$ cat config.mk
export PLATFORM = sky130hd
export DESIGN_NAME = pcpa_heads
export DESIGN_NICKNAME = d
export VERILOG_FILES = /design/src/rtl/pcpa_pkg.sv /design/src/rtl/pcpa_heads.sv
export SDC_FILE = /design/constraint.sdc
export NUM_CORES = 1
export LEC_CHECK = 0
export BUFFER_PORTS_ARGS = -buffer_cell sky130_fd_sc_hd__buf_2
export CORE_MARGIN = 2
export CORE_UTILIZATION = 65
export CTS_CLUSTER_DIAMETER = 120
export DETAILED_ROUTE_END_ITERATION = 8
export GPL_TIMING_DRIVEN = 0
export PLACE_DENSITY = 0.85
export SKIP_CTS_REPAIR_TIMING = 1
export SLEW_MARGIN = 10
export SYNTH_ARGS = -nofsm -noshare
export SYNTH_HDL_FRONTEND = slang
export SYNTH_SLANG_ARGS = --single-unit
$ cat constraint.sdc
create_clock -name i_clk -period 8.9 [get_ports i_clk]
set_clock_uncertainty 0.2 [all_clocks]
set_input_delay 0.89 -clock i_clk [delete_from_list [all_inputs] [get_ports i_clk]]
set_output_delay 0.89 -clock i_clk [all_outputs]
set_load 0.005 [all_outputs]
$ cat src/rtl/pcpa_pkg.sv
package pcpa_pkg;

    localparam int ADDR_W     = 40;
    localparam int CPU_ID_W   = 3;
    localparam int LINK_W     = 16;
    localparam int PAGE_BYTES = 4096;
    localparam int PAGE_SHIFT = $clog2(PAGE_BYTES);
    localparam int CFG_IDX_W  = 1;

    localparam logic [ADDR_W-1:0] MEM_LOW_RST = 40'h00_8000_0000;
    localparam logic [ADDR_W-1:0] MEM_TOP_RST = 40'h00_8800_0000;

    localparam logic REQ_ALLOC = 1'b0;
    localparam logic REQ_FREE  = 1'b1;

    typedef enum logic [CFG_IDX_W-1:0] {
        REG_MEM_LOW = 1'b0,
        REG_MEM_TOP = 1'b1
    } t_cfg_reg;

    typedef enum logic [1:0] {
        ST_IDLE,
        ST_FREE,
        ST_POP
    } t_state;

    // Command from the sequencer to the head registers.
    typedef struct packed {
        logic              latch;
        logic              is_free;
        logic              wr_en;
        logic [LINK_W-1:0] wr_val;
    } t_head_cmd;

    // Head of the list chosen for the request on the input port.
    typedef struct packed {
        logic              found;
        logic [LINK_W-1:0] head;
    } t_head_view;

endpackage

$ cat src/rtl/pcpa_heads.sv
module pcpa_heads #(
    parameter int CPU_COUNT = 8,
    parameter int CPU_W     = 3
) (
    input  logic                            i_clk,
    input  logic                            i_rst_n,
    input  logic [pcpa_pkg::CPU_ID_W-1:0]   i_cpu_id,
    input  pcpa_pkg::t_head_cmd             i_cmd,
    output pcpa_pkg::t_head_view            o_pick,
    output logic [pcpa_pkg::LINK_W-1:0]     o_held
);
    import pcpa_pkg::*;

    logic [LINK_W-1:0]    r_heads [CPU_COUNT];
    logic [CPU_W-1:0]     r_sel;
    logic [CPU_W-1:0]     n_sel;
    logic [LINK_W-1:0]    r_held;
    logic [CPU_COUNT-1:0] nonempty;
    logic                 cpu_ok;
    logic                 own_busy;
    logic [CPU_W-1:0]     cpu_idx;
    logic [CPU_W-1:0]     low_idx;

    // A free goes to the requester's own list. An allocate takes the
    // requester's list when it holds a page, else the lowest non-empty list.
    always_comb begin
        cpu_ok   = int'(i_cpu_id) < CPU_COUNT;
        cpu_idx  = CPU_W'(i_cpu_id);
        own_busy = 1'b0;
        low_idx  = '0;
        for (int c = 0; c < CPU_COUNT; c++) begin
            nonempty[c] = r_heads[c] != '0;
        end
        for (int c = 0; c < CPU_COUNT; c++) begin
            if (int'(i_cpu_id) == c) begin
                own_busy = nonempty[c];
            end
        end
        for (int c = CPU_COUNT - 1; c >= 0; c--) begin
            if (nonempty[c]) begin
                low_idx = CPU_W'(c);
            end
        end
        if (i_cmd.is_free) begin
            n_sel = cpu_ok ? cpu_idx : '0;
        end else begin
            n_sel = own_busy ? cpu_idx : low_idx;
        end
        o_pick.head  = r_heads[n_sel];
        o_pick.found = nonempty[n_sel];
    end

    always_ff @(posedge i_clk) begin
        if (!i_rst_n) begin
            for (int c = 0; c < CPU_COUNT; c++) begin
                r_heads[c] <= '0;
            end
            r_sel <= '0;
        end else begin
            if (i_cmd.wr_en) begin
                r_heads[r_sel] <= i_cmd.wr_val;
            end
            if (i_cmd.latch) begin
                r_sel <= n_sel;
            end
        end
    end

    always_ff @(posedge i_clk) begin
        if (i_cmd.latch) begin
            r_held <= o_pick.head;
        end
    end

    assign o_held = r_held;

endmodule

==> impl_metrics.yaml <==
global_route:
  grtUsageTotal_pct: 35.6
  gr-total-overflow: 0
  grt_first_pass_wirelength_um: 29400
  grt_max_degree: 20
  grt_pass1_vias: 5076
  antenna_found_initial: 0
route:
  antenna_left: 0
  wire_per_inst_um: 25.3
  dr.pass1.iters: 8
  drtIter0Drc: 851
  route.detailed.drc: 0
  wl_um: 20100
  vias_per_cell: 6.71
  vias: 5343
yosys:
  synth_top_cells_by_area: "edfxtp_1, and2_1, a22oi_1"
  ys.flop_type: "edfxtp_1"
  syn_area_per_cell_um2: 12.7
  synth_edf_count: 144
  syn_inst: 564
  yosys.area.top_type: "edfxtp_1"
  syn-num-nets: 588
  synth.distinct_cells: 47
  synth.cell_area_um2: 7160
  ys_warn_count: 0
  synth_top_area_share_pct: 60.4
  ys_ff_latch: 147
  yosysSeqAreaShare_pct: 61.2
  async_reset_ff_share_pct: 0
timing:
  final.min_clock_period_ns: 5.55
  maxSlewHeadroom_pct: 42.3
  finalSetupViolations: 0
  max_slew.worst_pin.slew_ns: 0.865
  finalSetupTns_ns: 0
  rsz0062_at_grt: "false"
  final-hold-violation-count: 0
  slew_viol_final: 0
  timing.final.crit_share_pct: 62.3
  max_freq_ghz: 0.180
cts:
  cts_tree: "done"
  htreeDepth: 4
  cts_inserted_buffers: 17
  path_clk_slew_ns: 0.07
  clock_latency_ns: 0.52
  clockBufferDepth: 2
  ctsRootBufferMaster: "clkbuf_8"
  cts.sinks: 147
critical_path:
  cp_max_fo: 10
  worst-setup-path-type: "reg2out"
  worstSetupEndpointType: "output port"
  cp.required_ns: 7.81
  arrival_ns: 4.46
  crit_path_start_kind: "flip-flop"
finish:
  layout-drive-gt1-share_pct: 18.6
  antenna_cells: 0
  num-nets-final: 667
  syn2layout_area_growth_pct: 14.4
  layout_commonest_cell: "edfxtp_1"
  layout_common_cells: "edfxtp_1, and2_1, buf_2"
  design_area_um2: 8190
outcome:
  status: "complete, no violations"
placement:
  place_area_um2: 7660
  dp.final_hpwl_um: 14300
  io_buffers: 55
  gp_congestion: 0.931
die:
  die_y_um: 109
  fp.coreArea_um2: 10800
  dieArea_um2: 11900
  io_pins: 57
  num_rows: 38
  fp.dieW_um: 109
  floorplan.initialDensity_pct: 66.4
pwr:
  ir_worst_vdd_mv: 0.129
  power_mw: 1.61
  power.density_nw_per_um2: 197
  p_leak_nw: 3.06
hold_path:
  hold_class: "reg2reg"
job:
  maxCapViolations: 0
==> where the power goes <==
part,switching [mW],internal (mW)
Combinational,0.0960,0.0497
Sequential,0.0204,0.798
Clock,0.281,0.369
Total,0.398,1.22
==> registers in the layout, indices dropped and copies added (netlist names) <==
| register | flops |
|---|---|
| r_heads | 128 |
| o_held | 16 |
| r_sel | 3 |
==> final cells by class <==
| class | count | area, um^2 |
|---|---|---|
| Buffer | 27 | 121 |
| Clock inverter | 13 | 111 |
| Sequential cell | 147 | 4380 |
| Tap cell | 140 | 175 |
| Fill cell | 694 | 2600 |
| Multi-Input combinational cell | 386 | 2650 |
| Timing Repair Buffer | 60 | 317 |
| Inverter | 4 | 15.0 |
| Clock buffer | 19 | 422 |
==> final timing paths <==
| kind | cells after the start | slack (ns) | from | end |
|---|---|---|---|---|
| worst min-delay path | 2 | 0.35 | r_sel[1] | r_sel[1] |
| worst max register to register | 8 | 4.65 | r_heads[0][4] | o_held[10] |
| worst max-delay path | 9 | 3.35 | r_heads[0][4] | o_pick[10] |
| worst min register to register | 2 | 0.35 | r_sel[1] | r_sel[1] |
==> synth_stat cells, types with 2 or more instances <==
cell type	number
nand2b_1	4
edfxtp_1	144
mux2i_1	24
and4_1	2
and2_1	131
a221oi_2	10
a2111o_1	2
nor3_1	2
a221oi_1	6
dfxtp_1	3
nand3_1	7
inv_1	3
mux4_2	2
nor2_1	14
o22ai_1	2
nand3b_1	2
a22oi_1	34
nand2_1	53
clkbuf_1	18
nor2b_1	3
a32o_1	16
a21oi_1	4
a211o_1	2
o21ai_0	9
nor4_1	28
buf_2	7
mux2_2	2
nor4_2	4
nand4_1	8
==> kinds of logic (layout without fill, tap and decap cells) <==
| kind of cell | Yosys count | count (layout) | synth area share [%] |
|---|---|---|---|
| AOI/OAI and AO/OA | 97 | 97 | 11.7 |
| buffers and inverters | 31 | 123 | 1.90 |
| DFF | 147 | 147 | 61.2 |
| muxes | 29 | 29 | 4.49 |
| and+or+nand+nor | 260 | 260 | 20.7 |
==> layer usage <==
| metal | track usage (%) | up-vias | routed length, um |
|---|---|---|---|
| met4 | 16.2 | 0 | 892 |
| met3 | 12.0 | 51 | 2650 |
| met2 | 52.0 | 383 | 9030 |
| met1 | 48.5 | 2575 | 7560 |
| li1 | - | 2334 | - |
| met5 | 0 | - | 0 |
==> metrics by stage <==
step	util, %	std cells	hold slack, ns	setup WS [ns]
5_1_grt	75.9	796	0.422	3.07
6_report	75.9	796	0.354	3.35
4_1_cts	75.9	796	0.350	3.45
3_3_place_gp	70.5	759	0.322	4.10
2_1_floorplan	-	564	0.296	4.95
3_5_place_dp	70.9	764	0.345	4.00
==> worst max-delay path, stage by stage (launching register included) <==
cell and delay [ns]:
edfxtp_1 0.41, nor4_1 0.38, nand4_1 0.47, mux2i_1 0.36, mux4_2 0.33, and2_1 0.25, mux2i_2 0.65, clkbuf_1 0.56
a221oi_1 0.31, buf_2 0.21
No activity file was read; power rests on OpenSTA's default activity.
