<file path="src/rtl/pcpa_pkg.sv">
package pcpa_pkg;

    localparam int ADDR_W     = 40;
    localparam int CPU_ID_W   = 3;
    localparam int LINK_W     = 16;
    localparam int PAGE_BYTES = 4096;
    localparam int PAGE_SHIFT = $clog2(PAGE_BYTES);
    localparam int CFG_IDX_W  = 1;

    localparam logic [ADDR_W-1:0] MEM_LOW_RST = 40'h00_8000_0000;
    localparam logic [ADDR_W-1:0] MEM_TOP_RST = 40'h00_8800_0000;

    localparam logic REQ_ALLOC = 1'b0;
    localparam logic REQ_FREE  = 1'b1;

    typedef enum logic [CFG_IDX_W-1:0] {
        REG_MEM_LOW = 1'b0,
        REG_MEM_TOP = 1'b1
    } t_cfg_reg;

    typedef enum logic [1:0] {
        ST_IDLE,
        ST_FREE,
        ST_POP
    } t_state;

    // Command from the sequencer to the head registers.
    typedef struct packed {
        logic              latch;
        logic              is_free;
        logic              wr_en;
        logic [LINK_W-1:0] wr_val;
    } t_head_cmd;

    // Head of the list chosen for the request on the input port.
    typedef struct packed {
        logic              found;
        logic [LINK_W-1:0] head;
    } t_head_view;

endpackage

</file>
<file path="src/rtl/pcpa_addr.sv">
module pcpa_addr #(
    parameter int PAGE_COUNT = 32768,
    parameter int IDX_W      = 15
) (
    input  logic [pcpa_pkg::ADDR_W-1:0] i_mem_low,
    input  logic [pcpa_pkg::ADDR_W-1:0] i_mem_top,
    input  logic [pcpa_pkg::ADDR_W-1:0] i_addr,
    input  logic [pcpa_pkg::LINK_W-1:0] i_page,
    output logic                        o_free_ok,
    output logic [IDX_W-1:0]            o_free_idx,
    output logic [pcpa_pkg::LINK_W-1:0] o_free_link,
    output logic [pcpa_pkg::ADDR_W-1:0] o_page_addr
);
    import pcpa_pkg::*;

    localparam int PN_W = ADDR_W - PAGE_SHIFT;

    logic [ADDR_W-1:0] base;
    logic [ADDR_W-1:0] diff;
    logic [PN_W-1:0]   page_num;
    logic [ADDR_W-1:0] offset;
    logic [LINK_W-1:0] page_m1;

    always_comb begin
        base        = {i_mem_low[ADDR_W-1:PAGE_SHIFT], {PAGE_SHIFT{1'b0}}};
        diff        = i_addr - base;
        page_num    = diff[ADDR_W-1:PAGE_SHIFT];
        o_free_ok   = (i_addr[PAGE_SHIFT-1:0] == '0) && (i_addr >= i_mem_low)
                      && (i_addr < i_mem_top) && (page_num < PN_W'(PAGE_COUNT));
        o_free_idx  = page_num[IDX_W-1:0];
        o_free_link = LINK_W'(page_num[IDX_W-1:0]) + LINK_W'(1);
        page_m1     = i_page - LINK_W'(1);
        offset      = ADDR_W'(page_m1) << PAGE_SHIFT;
        o_page_addr = base + offset;
    end

endmodule

</file>
<file path="config.mk">
export PLATFORM = sky130hd
export DESIGN_NAME = pcpa_addr
export DESIGN_NICKNAME = d
export VERILOG_FILES = /design/src/rtl/pcpa_pkg.sv /design/src/rtl/pcpa_addr.sv
export SDC_FILE = /design/constraint.sdc
export NUM_CORES = 1
export LEC_CHECK = 0
export ABC_AREA = 1
export BUFFER_PORTS_ARGS = -buffer_cell sky130_fd_sc_hd__buf_2
export CORE_MARGIN = 5
export CORE_UTILIZATION = 40
export DETAILED_ROUTE_END_ITERATION = 10
export PLACE_DENSITY_LB_ADDON = 0.05
export REMOVE_ABC_BUFFERS = 1
export SYNTH_ARGS = -nofsm -noshare
export SYNTH_HDL_FRONTEND = slang
export SYNTH_SLANG_ARGS = --single-unit
</file>
<file path="constraint.sdc">
create_clock -name vclk -period 7.3
set_input_delay 1.46 -clock vclk [all_inputs]
set_output_delay 1.46 -clock vclk [all_outputs]
set_load 0.01 [all_outputs]
</file>
==> summary.txt, run 1 <==
Critical path
  – Worst setup path startpoint: i_page[0]
  – CP endpoint kind: output pin
  – End of the critical path: o_page_addr[39]
  – CP peak stage delay: 0.39 ns
  – CP most frequent cell: inv_1
  – Cell depth of the worst setup path: 19
  – Crit-path max FO: 5
  – CP Data Required Time: 5.84 ns
  – Worst path slowest cell: nor4_1
  – CP delay by family, top: simple AND/OR/NAND/NOR gates
  – WP data arrival: 4.51 ns
  – Crit Path Class: input pin to output pin
  – CP Cell Sequence: buf_2 -> inv_1 -> ha_1 -> nand2_1 -> nor4_1 -> nand3b_1 -> nor3_1 -> xnor2_1 -> inv_1 -> ha_1 -> a21oi_1 -> inv_1 -> a31oi_1 -> nor2_1 -> a31oi_1 -> nand3_1 -> nand3_1 -> xor2_1 -> buf_2
  – Buffers plus inverters on the worst setup path: 5
  – CP startpoint kind: input pin

Global routing
  – Total global routing track utilization: 21.61%
  – Global route overflow: 0
  – Vias in the first global route: about 6000
  – Global-route wire length before repair: 28.82 mm
  – Largest net degree at the start of global routing: 8
  – Initial antenna violation count: 3

Synth
  – Sequential area share after synthesis: 0%
  – Yosys warning count: 0
  – Mean post-synth cell area: 5.580 µm²
  – Synthesized area: 5513 µm²
  – Post-synth cell types: 41
  – Syn Inst Count: 988

Place
  – GPL Wtd Cong: ~0.89
  – Post-DP HPWL: 16.81 mm
  – DP Worst Slack: 1.271 ns
  – Number of I/O port buffers: 196

STA
  – Min Tclk post-route: approximately 6 ns
  – Period utilization: 81.84%
  – Fmax: 167.4 MHz
  – Least-Margin Pin Slew: around 0.51 ns
  – Slew Viols, Final: 0
  – Setup_tns: 0 ns
  – Final Hold Fails: 0
  – Final setup viols: 0
  – Fin worst setup slack: ~1.3 ns
  – RSZ-0062 raised after global routing: false
  – Slew margin rel.: 65.76%

Layout
  – Clock Buffer Count: 0
  – Nets: 1422
  – Commonest non-fill, non-tap cells in the layout: nand2_1, inv_1, buf_2, ha_1, nor2_1
  – Ant. Diodes: 0
  – Commonest non-fill, non-tap cell in the layout: nand2_1
  – FF/Latch Area: 0 µm²
  – Seq_cells: 0
  – Layout cells sized above 1: 20.52%
  – Syn-to-layout area delta: 21.04%

Floorplan
  – Initial Util: 41.14%
  – Placeable core area: about 13000 µm²
  – Die area: 16230 µm²
  – Die Wd: 127.4 µm
  – Die height: ~130 µm
  – Row Count: between 40 and 50
  – IO Count: 208

Drt
  – Total number of vias: 6358
  – DRT Wirelength: 17.98 mm
  – Vias/cell: 4.675
  – Initial drt markers: 326
  – Routed wire per std cell: 13.22 µm
  – Final antenna-violating net count: 0
  – Pre-Repair DR Iteration Count: 5
  – Drc violations: 0

Pwr
  – Power Dens Cells: approximately 85 nW/µm²
  – Power Total: 0.5686 mW
  – Worst VDD drop: a little over 40 µV
  – Leak: approximately 4.1 nW

Status
  – Status: finished clean

CTS
  – Setup bufs post-CTS: 0
  – Post-cts resize count: 0
  – Post-cts hold buffer count: 0

Run
  – Max-capacitance violation count: 0

Min path
  – HP Class: input pin to output pin
-- cell type report --
type	instances	area, µm²
Fill cell	1565	6728
Tap cell	176	220.2
Multi-Input combinational cell	771	4653
Inverter	216	810.8
Timing Repair Buffer	197	988.4
-- cell families (layout without fill, tap and decap cells) --
| logic type | Yosys count | after routing | share of synthesized area (%) |
|---|---|---|---|
| compound gates | 100 | 100 | 9.873 |
| buf+inv | 228 | 413 | 16.34 |
| simple gates | 497 | 497 | 38.86 |
| fa+ha+maj | 100 | 100 | 22.97 |
| other cells | 1 | 12 | 0.06802 |
| xor+xnor | 62 | 62 | 11.89 |
-- layer usage --
metal  vias up  wire, µm  share of wire [%]  track usage (%)
met4         6       295                1.6            3.028
met3        26      1387                7.7            4.299
met5         -        34               0.19                0
met2       174      7782                 43            35.52
met1      2698      8483                 47            29.94
li1       3454         -                  -                -
-- synthesized netlist by cell type --
| master | count | area [µm²] |
|---|---|---|
| nor3_4 | 1 | 16.27 |
| xor2_4 | 4 | 110.1 |
| o21ai_1 | 2 | 10.01 |
| inv_2 | 6 | 22.52 |
| buf_4 | 12 | 90.09 |
| and2_1 | 3 | 18.77 |
| nor3b_1 | 1 | 7.510 |
| nor3_2 | 1 | 10.01 |
| nand4_1 | 19 | 118.9 |
| nor3_1 | 12 | 60.06 |
| nor4_1 | 2 | 12.51 |
| inv_1 | 209 | 784.5 |
| nand2_2 | 14 | 87.58 |
| nand3_1 | 41 | 205.2 |
| o2111ai_1 | 1 | 8.760 |
| nor2_2 | 4 | 25.02 |
| o21a_1 | 2 | 15.01 |
| a31oi_1 | 6 | 37.54 |
| nand3_2 | 4 | 40.04 |
| ha_1 | 98 | 1226 |
| nand2_4 | 2 | 22.52 |
| o31ai_1 | 1 | 7.510 |
| conb_1 | 1 | 3.750 |
| or3_1 | 1 | 6.260 |
| nand3_4 | 1 | 17.52 |
| a21o_1 | 2 | 15.01 |
| fa_1 | 2 | 40.04 |
| o21ai_2 | 1 | 8.760 |
| xnor2_1 | 20 | 175.2 |
| nand2_1 | 286 | 1074 |
| clkinv_1 | 1 | 3.750 |
| xor2_1 | 33 | 289.0 |
| o221ai_1 | 1 | 8.760 |
| xor2_2 | 5 | 81.33 |
| o21ai_0 | 16 | 80.08 |
| a21oi_1 | 63 | 315.3 |
| nor2_1 | 97 | 364.1 |
| or2_2 | 3 | 18.77 |
| o211ai_1 | 2 | 15.01 |
| o21bai_1 | 3 | 22.52 |
| nand3b_1 | 5 | 37.54 |
-- worst min-delay path: stages --
cell and delay (ns):
buf_2 0.12, xor2_1 0.07, buf_2 0.13
-- where the power goes --
group / internal (mW) / switching, mW / leakage (nW)
clock network: 0 / 0 / 0
logic: 0.220 / 0.348 / 4.13
registers: 0 / 0 / 0
total: 0.220 / 0.348 / 4.13
-- worst min path at each step --
stage | startpoint | to | slack [ns] | cells after the start
final | i_mem_low[36] | o_page_addr[36] | 3.24 | 3
after global routing | i_mem_low[31] | o_page_addr[31] | 3.27 | 3
after CTS | i_mem_low[36] | o_page_addr[36] | 3.25 | 3
after detailed placement | i_mem_low[31] | o_page_addr[31] | 3.24 | 3
after global placement | i_mem_low[31] | o_page_addr[31] | 3.24 | 3
after floorplan | i_mem_low[28] | o_page_addr[28] | 3.00 | 1
-- stage by stage --
stage	hold WS [ns]	util, %	instances	cell area (µm²)
detailed placement	3.244	49.79	1360	6673
global route	3.269	49.79	1360	6673
global placement	3.239	49.79	1360	6673
finish	3.242	49.79	1360	6673
CTS	3.248	49.79	1360	6673
floorplan	3.000	-	987	5464
No activity file was read; power rests on OpenSTA's default activity.
==> run 2, diff against run 1 <==
- ABC_AREA: 1 -> 0
- clock period: 7.3 -> 6.2 ns (I/O delays scaled with it)
==> run 2 against run 1 <==
Die area shrank 15%; flip-flop and latch count did not move; sequential share of layout area did not move; utilization rose by 0.40 points; non-clock buffer count grew 1; setup slack lost 0.92 ns; synthesized cell count decreased by 33%; clock-buffer cell count unchanged; combinational power is 6.3% higher; synthesized area down 17%; critical path depth is 2 lower; final cell count is 27% lower; critical endpoint is now o_page_addr[38]; largest cell class unchanged.
==> summary.txt, run 2 <==
Global routing
  – Vias in the first global route: 5355 (-12%)
  – Global route overflow: 0 (unchanged)
  – Initial antenna violation count: 1 (-2)
  – Largest net degree at the start of global routing: 11 (+3)
  – Global-route wire length before repair: 24.69 mm (-14%)
  – Total global routing track utilization: 21.45% (-0.16 points)

Drt
  – Final antenna-violating net count: 0 (unchanged)
  – Pre-Repair DR Iteration Count: 5 (unchanged)
  – DR top layer: met5
  – Drc violations: 0 (unchanged)
  – Routed wire per std cell: 15.53 µm (+17%)
  – Met3 WL: 1.143 mm (-18%)
  – WL met2: 6.573 mm (-16%)
  – Total number of vias: 5393 (-15%)
  – Metal1 wirelength: 7.600 mm (-10%)
  – Initial drt markers: 280 (-14%)
  – Vias/cell: 5.409 (+16%)
  – DRT Wirelength: 15.48 mm (-14%)

Floorplan
  – Die height: 117.3 µm (-7.9%)
  – Die area: 13750 µm² (-15%)
  – IO Count: 208 (unchanged)
  – Initial Util: 40.49% (-0.65 points)
  – Placeable core area: 11370 µm² (-15%)
  – Row Count: 39 (-7.1%)
  – Die Wd: 117.3 µm (-7.9%)

Layout
  – Seq_cells: 0 (unchanged)
  – Commonest non-fill, non-tap cells in the layout: buf_2, inv_1, ha_1, xnor2_1, a21oi_1
  – Ant. Diodes: 0 (unchanged)
  – Nets: 1092 (-23%)
  – FF/Latch Area: 0 µm² (unchanged)
  – Syn-to-layout area delta: 23.97%
  – Commonest non-fill, non-tap cell in the layout: buf_2
  – Clock Buffer Count: 0 (unchanged)
  – Post-route insts no fill: 997 (-27%)
  – Layout cells sized above 1: 24.71% (+4.2 points)

Place
  – Number of I/O port buffers: 196 (unchanged)
  – GPL Wtd Cong: 0.9431 (+5.6%)
  – Dpl cells: 997 (-27%)
  – Post-DP HPWL: 13.74 mm (-18%)

Synth
  – Yosys warning count: 0 (unchanged)
  – Post-synth cell types: 70 (+71%)
  – Post-synth top cells: inv_1, ha_1, a21oi_1, xnor2_1, nand2_1
  – Mean post-synth cell area: 6.943 µm² (+24%)
  – Syn Inst Count: 663 (-33%)
  – Count leader, synth: inv_1
  – Post-synth top area share: 26.64% (+4.4 points)
  – Sequential area share after synthesis: 0% (unchanged)
  – Post-synth top area cell: ha_1
  – Synthesized area: 4603 µm² (-17%)
  – Top cells by area, synth: ha_1, xnor2_1, inv_1

STA
  – Least-Margin Pin Slew: 0.5735 ns (+0.06522 ns)
  – Slew margin rel.: 61.47% (-4.3 points)
  – Setup_tns: 0 ns (unchanged)
  – RSZ-0062 raised after global routing: false
  – Final Hold Fails: 0 (unchanged)
  – Final setup viols: 0 (unchanged)
  – Slew Viols, Final: 0 (unchanged)
  – Period utilization: 93.50%
  – Fmax: 172.5 MHz
  – Min Tclk post-route: 5.797 ns

Min path
  – Hold Startpoint: i_mem_low[29]
  – Min-Delay Endpoint: o_page_addr[29]
  – HP Class: input pin to output pin
  – WHS Path Cells: 3 (unchanged)

Pwr
  – Leak: 3.074 nW (-26%)
  – Worst VDD drop: 64.13 µV (+56%)
  – Power Dens Cells: 106.1 nW/µm² (+24%)

Status
  – Status: finished clean

Critical path
  – Crit-path max FO: 6 (+1)
  – WP data arrival: 4.56 ns (+0.05 ns)
  – CP startpoint kind: input pin
  – CP Data Required Time: 4.96 ns (-0.88 ns)
  – Worst setup path startpoint: i_page[4]
  – CP endpoint kind: output pin
  – Crit Path Class: input pin to output pin

Run
  – Max-capacitance violation count: 0 (unchanged)

CTS
  – Post-cts hold buffer count: 0 (unchanged)
  – Post-cts resize count: 0 (unchanged)
  – Setup bufs post-CTS: 0 (unchanged)
run 2: cell count changes after synthesis, moves of 11 or more:
cell	before	now
nor2_1	97	37
xnor2_1	20	44
xor2_1	33	20
nor3_1	12	23
inv_1	209	100
o21ai_0	16	28
o21a_1	2	14
nand2_2	14	0
a21o_1	2	14
a21oi_1	63	44
a211oi_1	0	11
nand2_1	286	42
nand3_1	41	17
run 2: critical path, cell delays in order:
cell      delay, ns
buf_2          0.12
or3_1          0.39
nor3_1         0.31
nand2b_1       0.13
nor3_1         0.20
nand2_1        0.16
nor2_1         0.14
xor2_1         0.16
ha_1           0.29
and3_1         0.18
a21oi_1        0.16
o211ai_1       0.18
a311oi_1       0.32
buf_4          0.19
nand3b_1       0.13
xnor2_1        0.12
buf_2          0.15
run 2: layer usage:
layer  vias to the layer above  track usage, %
met5                         -               0
met4                         2           1.758
met3                        15          0.8740
met2                       207           35.29
met1                      2401           32.16
li1                       2768               -
run 2: cells by family (layout without fill, tap and decap cells):
group / Yosys count / after routing / synth area share [%]
compound gates: 181 / 181 / 26.88
simple gates: 196 / 196 / 22.10
fa+ha+maj: 100 / 100 / 27.51
other cells: 1 / 12 / 0.08147
mux: 3 / 3 / 0.6524
buf+inv: 118 / 298 / 10.60
xor+xnor: 64 / 64 / 12.18
run 2: final cells by class:
cell class         instances  area, µm²
well taps                143      178.9
fillers                 1210       5663
inverters                100      375.4
multi-input cells        556       4156
repair buffers           198      996.0
run 2: worst max-delay path by stage:
stage	to	slack, ns	cells after the start
after global placement	o_page_addr[38]	0.55	17
after CTS	o_page_addr[38]	0.46	17
final	o_page_addr[38]	0.40	17
after global routing	o_page_addr[34]	0.22	17
after floorplan	o_page_addr[36]	0.81	14
after detailed placement	o_page_addr[38]	0.46	17
run 2: report_power, final:
group | switching [mW] | internal, mW
Sequential | 0 | 0
Combinational | 0.347 | 0.258
Clock | 0 | 0
run 2: per-stage QoR:
stage               area [µm²]  utilization, %  setup slack, ns  power [mW]  hold WS, ns
global placement          5707           50.19           0.5454      0.5948        2.768
global route              5707           50.19           0.2215      0.6756        2.780
CTS                       5707           50.19           0.4580      0.6046        2.777
finish                    5707           50.19           0.4027      0.6053        2.775
floorplan                 4532               -           0.8121      0.3873        2.568
detailed placement        5707           50.19           0.4568      0.6005        2.775
==> run 3, diff against run 2 <==
- CELL_PAD_IN_SITES_DETAIL_PLACEMENT: unset -> 1
- CELL_PAD_IN_SITES_GLOBAL_PLACEMENT: unset -> 2
- CORE_UTILIZATION: 40 -> 26
- MAX_ROUTING_LAYER: unset -> met4
- PLACE_DENSITY: unset -> 0.82
- PLACE_DENSITY_LB_ADDON: 0.05 -> unset
==> run 3 against run 2 <==
Utilization is 17 points lower; critical path type unchanged; largest power group unchanged; hold slack improved by 0.0035 ns; via count is essentially flat; largest cell class unchanged.
==> summary.txt, run 3 (same netlist as run 2, synthesis figures left out) <==
Pwr
  – Leak: 3.074 nW (about the same)
  – Worst VDD drop: 33.12 µV (-48%)
  – Power Dens Cells: 104.5 nW/µm² (-1.5%)

Global routing
  – Top Usage Layer GRT: met2
  – Total global routing track utilization: 16.62% (-4.8 points)
  – Met1 usage: 23.85% (-8.3 points)
  – Initial antenna violation count: 1 (unchanged)
  – Vias in the first global route: 5572 (+4.1%)
  – Met3 Use GR: 1.139% (+0.26 points)
  – Met2 Resource Use GR: 26.41% (-8.9 points)
  – Global-route wire length before repair: 27.77 mm (+12%)
  – Largest net degree at the start of global routing: 11 (unchanged)
  – Global route overflow: 0 (unchanged)

Floorplan
  – IO Count: 208 (unchanged)
  – Die Wd: 143.1 µm (+22%)
  – Initial Util: 26.52% (-14 points)
  – Die area: 20470 µm² (+49%)
  – Placeable core area: 17360 µm² (+53%)
  – Row Count: 48 (+23%)
  – Die height: 143.1 µm (+22%)

STA
  – Slew margin rel.: 56.99% (-4.5 points)
  – Period utilization: 92.52% (-0.99 points)
  – Final Hold Fails: 0 (unchanged)
  – Setup_tns: 0 ns (unchanged)
  – Min Tclk post-route: 5.736 ns (-0.06122 ns)
  – Hold slack: 2.779 ns (+0.003500 ns)
  – Slew Viols, Final: 0 (unchanged)
  – Least-Margin Pin Slew: 0.6402 ns (+0.06666 ns)
  – Fmax: 174.3 MHz (+1.1%)
  – RSZ-0062 raised after global routing: false
  – Final setup viols: 0 (unchanged)

CTS
  – Post-cts resize count: 0 (unchanged)
  – Setup bufs post-CTS: 0 (unchanged)
  – Post-cts hold buffer count: 0 (unchanged)

Drt
  – Routed wire per std cell: 15.92 µm (+2.5%)
  – Initial drt markers: 159 (-43%)
  – DRT Wirelength: 17.21 mm (+11%)
  – Pre-Repair DR Iteration Count: 4 (-1)
  – Drc violations: 0 (unchanged)
  – Final antenna-violating net count: 0 (unchanged)
  – Vias/cell: 4.990 (-7.8%)
  – Total number of vias: 5394 (+0.019%)

Place
  – GPL Wtd Cong: 0.8834 (-6.3%)
  – Post-DP HPWL: 15.72 mm (+14%)
  – Cell Area, Placed: 5809 µm² (+1.8%)
  – Number of I/O port buffers: 196 (unchanged)

Critical path
  – Crit-path max FO: 6 (unchanged)
  – CP endpoint kind: output pin
  – CP Data Required Time: 4.96 ns (about the same)
  – WP data arrival: 4.50 ns (-0.06 ns)
  – Crit Path Class: input pin to output pin
  – CP startpoint kind: input pin

Run
  – Max-capacitance violation count: 0 (unchanged)

Layout
  – Nets: 1092 (unchanged)
  – FF/Latch Area: 0 µm² (unchanged)
  – Seq_cells: 0 (unchanged)
  – Syn-to-layout area delta: 26.31%
  – Clock Buffer Count: 0 (unchanged)
  – Commonest non-fill, non-tap cell in the layout: buf_2
  – Commonest non-fill, non-tap cells in the layout: buf_2, inv_1, ha_1, xnor2_1, a21oi_1
  – Post-route design area: 5814 µm² (+1.9%)
  – Layout cells sized above 1: 24.71% (unchanged)

Status
  – Status: finished clean

Min path
  – HP Class: input pin to output pin
## run 3: stage by stage
step	power (mW)	setup WS, ns	cells	utilization [%]
2_1_floorplan	0.3873	0.8121	656	-
3_3_place_gp	0.6078	0.4686	1079	33.47
3_5_place_dp	0.6117	0.3963	1079	33.47
4_1_cts	0.6157	0.3914	1079	33.47
5_1_grt	0.6821	0.1049	1080	33.48
6_report	0.6075	0.4639	1081	33.50
## run 3: layout make-up
class | instances | area, µm²
inverters | 100 | 375.4
diodes | 2 | 5.005
well taps | 225 | 281.5
fillers | 2279 | 11540
multi-input cells | 556 | 4156
repair buffers | 198 | 996.0
## run 3: worst max-delay path, stage by stage
cell	delay [ns]
buf_2	0.12
or3_1	0.38
nor3_1	0.27
nand2b_1	0.12
nor3_1	0.21
nand2_1	0.18
nor2_1	0.16
xor2_1	0.16
ha_1	0.30
and3_1	0.18
a21oi_1	0.14
o211ai_1	0.16
a311oi_1	0.31
buf_4	0.19
nand3b_1	0.12
xnor2_1	0.11
buf_2	0.15
## run 3: power breakdown
group	total, mW	internal, mW	switching (mW)
registers	0	0	0
clock network	0.0000000432	0.0000000431	0
logic	0.608	0.258	0.350
## run 3: worst paths after layout
kind / start / end / slack, ns / depth (start not counted)
setup / recovery: i_page[4] / o_page_addr[38] / 0.46 / 17
hold / removal: i_mem_low[39] / o_page_addr[39] / 2.78 / 3
## run 3: routing by layer
layer | share of wire (%) | vias to the layer above
li1 | - | 2770
met1 | 49 | 2450
met2 | 44 | 156
met3 | 5.4 | 18
met4 | 1.2 | 0
met5 | 0 | -
